### config.mk
export PLATFORM = sky130hd
export DESIGN_NAME = sorted_insert_array_unit
export DESIGN_NICKNAME = d
export VERILOG_FILES = /design/src/rtl/core/sial_pkg.sv /design/src/rtl/core/sial_cell.sv /design/src/rtl/core/sial_rsp_buf.sv /design/src/rtl/core/sorted_insert_array_unit.sv
export SDC_FILE = /design/constraint.sdc
export NUM_CORES = 2
export LEC_CHECK = 0
export ABC_AREA = 1
export BUFFER_PORTS_ARGS = -buffer_cell sky130_fd_sc_hd__buf_2
export CORE_ASPECT_RATIO = 1.5
export CORE_MARGIN = 10
export CORE_UTILIZATION = 41
export CTS_BUF_LIST = sky130_fd_sc_hd__clkbuf_8
export DETAILED_ROUTE_END_ITERATION = 6
export HOLD_SLACK_MARGIN = 0.15
export PLACE_DENSITY = 0.58
export SLEW_MARGIN = 20
export SYNTH_ARGS = -nofsm -noshare
export SYNTH_HDL_FRONTEND = slang
export SYNTH_SLANG_ARGS = --single-unit
export TNS_END_PERCENT = 1
### constraint.sdc
create_clock -name clock -period 15.8 [get_ports clock]
set_clock_uncertainty 0.15 [all_clocks]
set_input_delay 3.16 -clock clock [delete_from_list [all_inputs] [get_ports clock]]
set_output_delay 3.16 -clock clock [all_outputs]
set_load 0.02 [all_outputs]
### src/rtl/core/sial_pkg.sv
// Shared types and constants for the sorted insert array unit.
// Used by the cell, the response buffer and the top level; depends on nothing.
package sial_pkg;

   localparam int Capacity = 16;
   localparam int ValueW = 32;
   localparam int IndexW = 4;
   localparam int CountW = $clog2(Capacity + 1);

   typedef enum logic [1:0] {
      MODE_ADD    = 2'd0,
      MODE_GET    = 2'd1,
      MODE_REMOVE = 2'd2
   } mode_type;

   typedef enum logic [1:0] {
      STATUS_OK        = 2'd0,
      STATUS_BAD_INDEX = 2'd1,
      STATUS_FULL      = 2'd2
   } status_type;

   typedef struct packed {
      logic add_en;
      logic rem_en;
      logic occupied;
      logic at_or_after;
   } cell_ctrl_type;

   typedef struct packed {
      logic signed [ValueW-1:0] read_value;
      logic [CountW-1:0]        count;
      status_type               status;
   } rsp_type;

endpackage

### src/rtl/core/sial_cell.sv
// One storage cell of the sorted row: holds one entry and shifts with its neighbors.
// Depends on sial_pkg.
module sial_cell (
   input  logic                                clock,
   input  sial_pkg::cell_ctrl_type             ctrl,
   input  logic signed [sial_pkg::ValueW-1:0]  value,
   input  logic signed [sial_pkg::ValueW-1:0]  left_entry,
   input  logic                                left_less,
   input  logic signed [sial_pkg::ValueW-1:0]  right_entry,
   output logic signed [sial_pkg::ValueW-1:0]  entry,
   output logic                                less
);
   import sial_pkg::*;

   logic signed [ValueW-1:0] entry_ff;
   logic signed [ValueW-1:0] entry_in;

   // The new value belongs in front of this entry, or the cell is empty.
   assign less = !ctrl.occupied || (value < entry_ff);

   always_comb begin
      entry_in = entry_ff;
      if (ctrl.add_en && less) begin
         entry_in = left_less ? left_entry : value;
      end else if (ctrl.rem_en && ctrl.at_or_after) begin
         entry_in = right_entry;
      end
   end

   always_ff @(posedge clock) begin
      entry_ff <= entry_in;
   end

   assign entry = entry_ff;

endmodule

### src/rtl/core/sial_rsp_buf.sv
// Two-deep response register with a skid stage between the core and the response channel.
// Depends on sial_pkg.
module sial_rsp_buf (
   input  logic              clock,
   input  logic              reset,
   input  logic              in_valid,
   output logic              in_stall,
   input  sial_pkg::rsp_type in_data,
   output logic              out_valid,
   input  logic              out_stall,
   output sial_pkg::rsp_type out_data
);
   import sial_pkg::*;

   logic    main_valid_ff, main_valid_in;
   logic    skid_valid_ff, skid_valid_in;
   rsp_type main_ff, main_in;
   rsp_type skid_ff, skid_in;
   logic    push;
   logic    take;

   assign in_stall = skid_valid_ff;
   assign push = in_valid && !skid_valid_ff;
   assign take = main_valid_ff && !out_stall;

   always_comb begin
      main_valid_in = main_valid_ff;
      skid_valid_in = skid_valid_ff;
      main_in = main_ff;
      skid_in = skid_ff;
      if (take) begin
         if (skid_valid_ff) begin
            main_in = skid_ff;
            skid_valid_in = 1'b0;
         end else if (push) begin
            main_in = in_data;
         end else begin
            main_valid_in = 1'b0;
         end
      end else if (push) begin
         if (main_valid_ff) begin
            skid_in = in_data;
            skid_valid_in = 1'b1;
         end else begin
            main_in = in_data;
            main_valid_in = 1'b1;
         end
      end
   end

   always_ff @(posedge clock) begin
      if (reset) begin
         main_valid_ff <= 1'b0;
         skid_valid_ff <= 1'b0;
      end else begin
         main_valid_ff <= main_valid_in;
         skid_valid_ff <= skid_valid_in;
      end
      main_ff <= main_in;
      skid_ff <= skid_in;
   end

   assign out_valid = main_valid_ff;
   assign out_data = main_ff;

endmodule

### src/rtl/core/sorted_insert_array_unit.sv
// Top level of the sorted insert array unit: a row of cells that keeps values in order.
// Depends on sial_pkg, sial_cell and sial_rsp_buf.
//
// The unit holds up to 16 signed Q16.16 values in ascending order. Each request adds a
// value at its sorted place (after equal values), reads the entry at an index, or removes
// the entry at an index; the unused fourth mode leaves the store unchanged. Every cell of the
// row compares the new value with its own entry at once and takes its neighbor's entry or
// the new value at the same clock edge, so one request is accepted per cycle while req_stall
// is low. The response is held in an output register; a skid stage lets one more request
// in while a response waits to be taken.
module sorted_insert_array_unit (
   input  logic                                clock,
   input  logic                                reset,
   input  logic                                req_valid,
   output logic                                req_stall,
   input  logic [1:0]                          req_mode,
   input  logic signed [sial_pkg::ValueW-1:0]  req_value,
   input  logic [sial_pkg::IndexW-1:0]         req_index,
   output logic                                rsp_valid,
   input  logic                                rsp_stall,
   output logic signed [sial_pkg::ValueW-1:0]  rsp_read_value,
   output logic [sial_pkg::CountW-1:0]         rsp_count,
   output logic [1:0]                          rsp_status
);
   import sial_pkg::*;

   logic [CountW-1:0]        count_ff, count_in;
   logic                     accept;
   logic                     index_ok;
   logic                     full;
   logic                     add_en, rem_en;
   rsp_type                  rsp_core;
   rsp_type                  rsp_out;
   logic signed [ValueW-1:0] entry [Capacity];
   logic                     less [Capacity];

   assign accept = req_valid && !req_stall;
   assign full = (32'(count_ff) >= Capacity);
   assign index_ok = (32'(req_index) < 32'(count_ff));

   always_comb begin
      add_en = 1'b0;
      rem_en = 1'b0;
      count_in = count_ff;
      rsp_core.read_value = '0;
      rsp_core.status = STATUS_OK;
      case (mode_type'(req_mode))
         MODE_ADD: begin
            if (full) begin
               rsp_core.status = STATUS_FULL;
            end else begin
               add_en = accept;
               count_in = count_ff + CountW'(1);
            end
         end
         MODE_GET: begin
            if (!index_ok) begin
               rsp_core.status = STATUS_BAD_INDEX;
            end else begin
               rsp_core.read_value = entry[req_index];
            end
         end
         MODE_REMOVE: begin
            if (!index_ok) begin
               rsp_core.status = STATUS_BAD_INDEX;
            end else begin
               rem_en = accept;
               count_in = count_ff - CountW'(1);
            end
         end
         default: begin
         end
      endcase
      rsp_core.count = count_in;
   end

   always_ff @(posedge clock) begin
      if (reset) begin
         count_ff <= '0;
      end else if (accept) begin
         count_ff <= count_in;
      end
   end

   for (genvar i = 0; i < Capacity; i++) begin : g_cell
      cell_ctrl_type            ctrl;
      logic signed [ValueW-1:0] left_entry;
      logic signed [ValueW-1:0] right_entry;
      logic                     left_less;

      assign ctrl.add_en = add_en;
      assign ctrl.rem_en = rem_en;
      assign ctrl.occupied = (CountW'(i) < count_ff);
      assign ctrl.at_or_after = (i >= 32'(req_index));

      if (i == 0) begin : g_first
         assign left_entry = req_value;
         assign left_less = 1'b0;
      end else begin : g_inner
         assign left_entry = entry[i-1];
         assign left_less = less[i-1];
      end

      if (i == Capacity - 1) begin : g_last
         assign right_entry = entry[i];
      end else begin : g_body
         assign right_entry = entry[i+1];
      end

      sial_cell u_cell (
         .clock      (clock),
         .ctrl       (ctrl),
         .value      (req_value),
         .left_entry (left_entry),
         .left_less  (left_less),
         .right_entry(right_entry),
         .entry      (entry[i]),
         .less       (less[i])
      );
   end

   sial_rsp_buf u_rsp_buf (
      .clock    (clock),
      .reset    (reset),
      .in_valid (req_valid),
      .in_stall (req_stall),
      .in_data  (rsp_core),
      .out_valid(rsp_valid),
      .out_stall(rsp_stall),
      .out_data (rsp_out)
   );

   assign rsp_read_value = rsp_out.read_value;
   assign rsp_count = rsp_out.count;
   assign rsp_status = rsp_out.status;

   a_count_bound: assert property (@(posedge clock) disable iff (reset)
      32'(count_ff) <= Capacity)
      else $error("stored count exceeds capacity");

   a_full_add_holds: assert property (@(posedge clock) disable iff (reset)
      (accept && mode_type'(req_mode) == MODE_ADD && full) |=> $stable(count_ff))
      else $error("add while full changed the count");

   a_rsp_count: assert property (@(posedge clock) disable iff (reset)
      (accept && !rsp_valid) |=> (rsp_valid && rsp_count == count_ff))
      else $error("response count does not match stored count");

endmodule

### Word level (Yosys, flattened, before mapping)

Cells that the tools add are included.

* register bits after elaboration: 597
* bits of input ports: 42

* $add $sub $neg: 2
* $lt $le $gt $ge: 50
* equality and inequality tests: 5
* mux-type cells: 69
* bitwise gates (word level): 2
* reductions and logical operators: 91

Operators by type and width (count)
* $mux 32: 49
* $lt 32x32->1: 16
* $mux 39: 5
* $bmux 32 s4: 1
* $lt 4x5->1 const A: 8
* $reduce_bool 2->1: 17
* $logic_and 1x1->1: 33
* $ge 4x4->1 const A: 7
* $lt 3x5->1 const A: 4
* $logic_not 1->1: 18
* $ge 3x4->1 const A: 4
* $logic_or 1x1->1: 16
* $ge 5x5->1 const B: 2
* $lt 1x5->1 const A: 2
* $lt 2x5->1 const A: 2
* $mux 5: 2
* $pmux 5 s2: 1
* $mux 1: 9
* $reduce_and 3->1: 3
* $ge 1x4->1 const A: 2
* $ge 2x4->1 const A: 2
* $ne 2x2->1 const B: 3
* $add 5x1->5 const B: 1
* $lt 4x5->1: 1
* other kinds (10): 11

### Depth between registers and ports, before layout

* depth in word-level cells: 9
* mapped depth: 21

### By module

Synthesis repeated with hierarchy kept, for this count alone.

* cell total of the unflattened synthesis: 6229
* area, all modules: 51290.4 um^2

By module, submodules not included
* sial_cell: times used 16, cells an instance 311, area an instance 2697.6 um^2
* sorted_insert_array_unit: times used 1, cells an instance 1020, area an instance 5021.1 um^2
* sial_rsp_buf: times used 1, cells an instance 233, area an instance 3108.0 um^2

### Worst setup path after synthesis

No wires, ideal clock.

* path kind: in2reg
* start point: input req_index[2] in the netlist's numbering
* end point: register g_cell[0].u_cell.entry_ff[0] (enable)
* data arrival time: 6642 ps
* required time: 15184 ps
* path slack: 8543 ps
* stages: 7
* buffers on the path: 0
* path through: ha_1 a21oi_1 a2bb2oi_1 nand2_1 nor3_1 nand2_1 o21ai_0

* cells in the longest elaborated chain, start to end: 5

RTL lines
* start: declaration: line sorted_insert_array_unit.sv:18 `input logic [sial_pkg::IndexW-1:0] req_index,`
* $lt 4x5->1: line sorted_insert_array_unit.sv:39 `assign index_ok = (32'(req_index) < 32'(count_ff));`
* $mux 1: line sorted_insert_array_unit.sv:64 `if (!index_ok) begin`
* $mux 1: line sorted_insert_array_unit.sv:47 `case (mode_type'(req_mode))`
* $logic_and 1x1->1 (*): line sial_cell.sv:25 `end else if (ctrl.rem_en && ctrl.at_or_after) begin`
* $reduce_bool 2->1 (no line) (*)
* end signal: assignment: line sial_cell.sv:31 `entry_ff <= entry_in;`
* end: declaration: line sial_cell.sv:15 `logic signed [ValueW-1:0] entry_ff;`

Mark *: on every way between the ends. The rest lies on a longest branch, timed or not.
A chain may end at the register's enable or synchronous reset.

### Worst setup path in the final report

* start point: input req_value[7] in the netlist's numbering
* end point: register g_cell[12].u_cell.entry_ff[6] (enable)

* cells in the longest elaborated chain, start to end: 4

RTL lines
* start: declaration: line sorted_insert_array_unit.sv:17 `input logic signed [sial_pkg::ValueW-1:0] req_value,`
* $lt 32x32->1: line sial_cell.sv:19 `assign less = !ctrl.occupied || (value < entry_ff);`
* $logic_or 1x1->1: line sial_cell.sv:19
* $logic_and 1x1->1: line sial_cell.sv:23 `if (ctrl.add_en && less) begin`
* $reduce_bool 2->1 (no line)
* end signal: assignment: line sial_cell.sv:31
* end: declaration: line sial_cell.sv:15

Every way passes these cells.

==> summary.md <==
| Metric | Value |
|---|---|
| Syn Inst Count | 6539 |
| Post-DP HPWL | 133000 um |
| Cell Pwr Density | 89.3 nW/um^2 |
| Routed WL | 182000 um |
| Die area | 131000 sq um |
| Ports | 83 |
| Resized cells post-CTS | 0 |
| Syn nets | 7056 |
| Reg-to-reg slack, setup | 9920 ps |
| Fillers | 12000 |
| Area of the multi-input gates | 25900 sq um |
| Leading area contributor after synthesis | edfxtp_1 |
| Status | finished clean |
| Initial DRT Pass Iterations | 6 |
| Fmax | 123 MHz |
| Yosys top cell area share | 0.370 |
| Port Buffers | 82 |
| # Post-CTS Setup Buffers | 0 |
| Core region area | 116000 sq um |
| Row cnt | 153 |
| Number of H-tree levels | 3 |
| CTS tree | yes |
| Reg2Reg Depth | 14 |
| Yosys reg bits | 597 |
| Number of global-route vias before repair | 45400 |
| Die span in y | 439 um |
| Post-DP Area | 49400 sq um |
| Final worst path period share | 0.513 |
| Post-route ant nets | 0 |
| Overall Global Routing Usage | 0.270 |
| Max-cap viol count | 0 |
| Via count | 45800 |
| Share of cells above drive strength 1 | 0.0604 |
| Largest net degree at the start of global routing | 134 |
| Worst Path Max Fanout | 34 |
| Worst EP required | 15920 ps |
| RSZ-0062 raised after global routing | no |
| Reg2reg start | g_cell[12].u_cell.entry[5] |
| Hold WC Path Type | register to register |
| Register area | 17900 sq um |
| Top-count cell post-synth | nand2_1 |
| CTS clock-pin slew for the worst setup and hold paths | 60 ps |
| Tightest Pin Transition | 1040 ps |
| First-pass GRT wire length | 274000 um |
| Worst EP arrival | 8220 ps |
| P&R area growth vs syn | 7.34% |
| CP startpoint | req_value[7] |
| Placer Congestion | 0.915 |
| Drt drc | 0 |
| Critical Path Start Type | input pin |
| Maximum buffer depth of the clock tree | 3 |
| Global route total overflow | 0 |
| Clock sinks | 597 |
| Post-synth EDFFs | 590 |
| Die width | 299 um |
| Reg2reg end | g_cell[12].u_cell.entry[6] |
| Crit path kind | input pin to register |
| Clk root buf | clkbuf_8 |
| Synth Warn # | 0 |
| Slew HR | 0.302 |
| Final setup violation count | 0 |
| Ys flop type | edfxtp_1 |
| Netlist cell types | 38 |
| Cells taking the most area after synthesis | edfxtp_1, nand2_1, ha_1, inv_1, nand3_1 |
| Clk_lat worst skew | 840 ps |
| Final min period | 8100 ps |
| Seq/Total Area, Yosys | 0.373 |
| Count of final hold-check violations | 0 |
| Fin. max-slew vios | 0 |
| Pleak | 25.3 nW |
| Finished Cell Area | 51400 sq um |
| End of the critical path | g_cell[12].u_cell.entry[6] |
| Wire per inst | 22.5 um |
| Post-Syn Area | 47900 sq um |
| Initial Util | 0.413 |
| Ys async rst share | 0 |
| CTS Buf Count | 103 |
| Worst slack, placed | 6840 ps |
| Synth Area per Inst | 7.33 sq um |
| Setup TNS Final | 0 ps |
| Setup WS post-layout | 7700 ps |
| Antenna violations before repair | 10 |
| Hold bufs inserted after CTS | 0 |
| Avg Vias per Cell | 5.68 |
| Nets@finish | 6959 |
| Synth top cells by count | nand2_1, inv_1, edfxtp_1 |
| Initial DRC Count | 4130 |
| Max VDD drop | 0.0783 mV |
| Crit end category | register |
logic make-up after synthesis:
group / count (synthesis) / synth area share
buffers and inverters: 1064 / 0.0899
AOI/OAI and AO/OA: 786 / 0.0954
and+or+nand+nor: 3617 / 0.318
adders and majority gates: 475 / 0.124
DFF: 597 / 0.373
through the flow:
stage	hold slack (ps)	total power, W	std cells	utilization
global route	392	0.00480	8076	0.443
global placement	352	0.00310	7886	0.426
detailed placement	354	0.00312	7886	0.426
floorplan	344	0.00270	6539	-
finish	369	0.00459	8076	0.443
CTS	371	0.00459	8073	0.443
sequential cells by signal, summed over array words and instances, names as in the netlist:
name / cells
g_cell.u_cell.entry: 512
u_rsp_buf.out_data: 39
u_rsp_buf.skid_ff: 39
count_ff: 5
u_rsp_buf.in_stall: 1
u_rsp_buf.out_valid: 1
worst min path at each step:
stage | startpoint | slack, ps | cells after the start | endpoint
after detailed placement | u_rsp_buf.skid_ff[16] | 350 | 2 | u_rsp_buf.out_data[16]
after global placement | u_rsp_buf.skid_ff[5] | 350 | 2 | u_rsp_buf.out_data[5]
after global routing | u_rsp_buf.skid_ff[20] | 390 | 2 | u_rsp_buf.out_data[20]
after floorplan | u_rsp_buf.skid_ff[4] | 340 | 2 | u_rsp_buf.out_data[4]
final | u_rsp_buf.skid_ff[23] | 370 | 2 | u_rsp_buf.out_data[23]
after CTS | u_rsp_buf.skid_ff[24] | 370 | 2 | u_rsp_buf.out_data[24]
worst max-delay path: stages:
cell	delay, ps
buf_2	80
buf_4	380
ha_1	320
nand2_1	100
nor2_1	50
nor3_1	120
nand2_1	130
nand2_1	80
nand2_1	180
nand2_1	150
nand2_1	70
nand2_2	570
nand3_2	860
nand2_2	950
nand3_2	940
final cells by class:
class	count	share of cell area
Inverter	679	0.0496
Antenna cell	2	0.0000973
Sequential cell	597	0.347
Tap cell	1550	0.0377
Multi-Input combinational cell	4878	0.504
Clock inverter	77	0.00927
Timing Repair Buffer	183	0.0231
Clock buffer	110	0.0294
layout by cell type (no fill, tap or decap), types with 19 or more instances in the layout:
master,netlist,layout
nand4_1,336,336
nand2_1,2610,2605
o211ai_1,26,26
nand2_2,16,19
clkinv_1,3,22
nor3_1,50,49
ha_1,475,475
o22ai_1,33,33
o221ai_1,96,96
buf_4,8,100
o21ai_0,229,226
nand3_1,433,431
nor2_1,138,134
inv_2,21,22
buf_2,139,80
a21oi_1,338,336
inv_1,655,689
edfxtp_1,590,590
clkbuf_8,0,110
metal layers:
metal / track usage / vias up / share of wire
met3: 0.0408 / 481 / 0.073
met4: 0.144 / 14 / 0.051
li1: - / 21900 / -
met2: 0.478 / 2068 / 0.50
met5: 0 / - / 0.00063
met1: 0.309 / 21400 / 0.38
where the power goes:
part	internal [W]	switching (W)
combinational	0.000319	0.000864
sequential	0.00186	0.0000707
clock	0.000737	0.000743
total	0.00292	0.00168
Note: power is estimated with default switching activity, not from simulation.
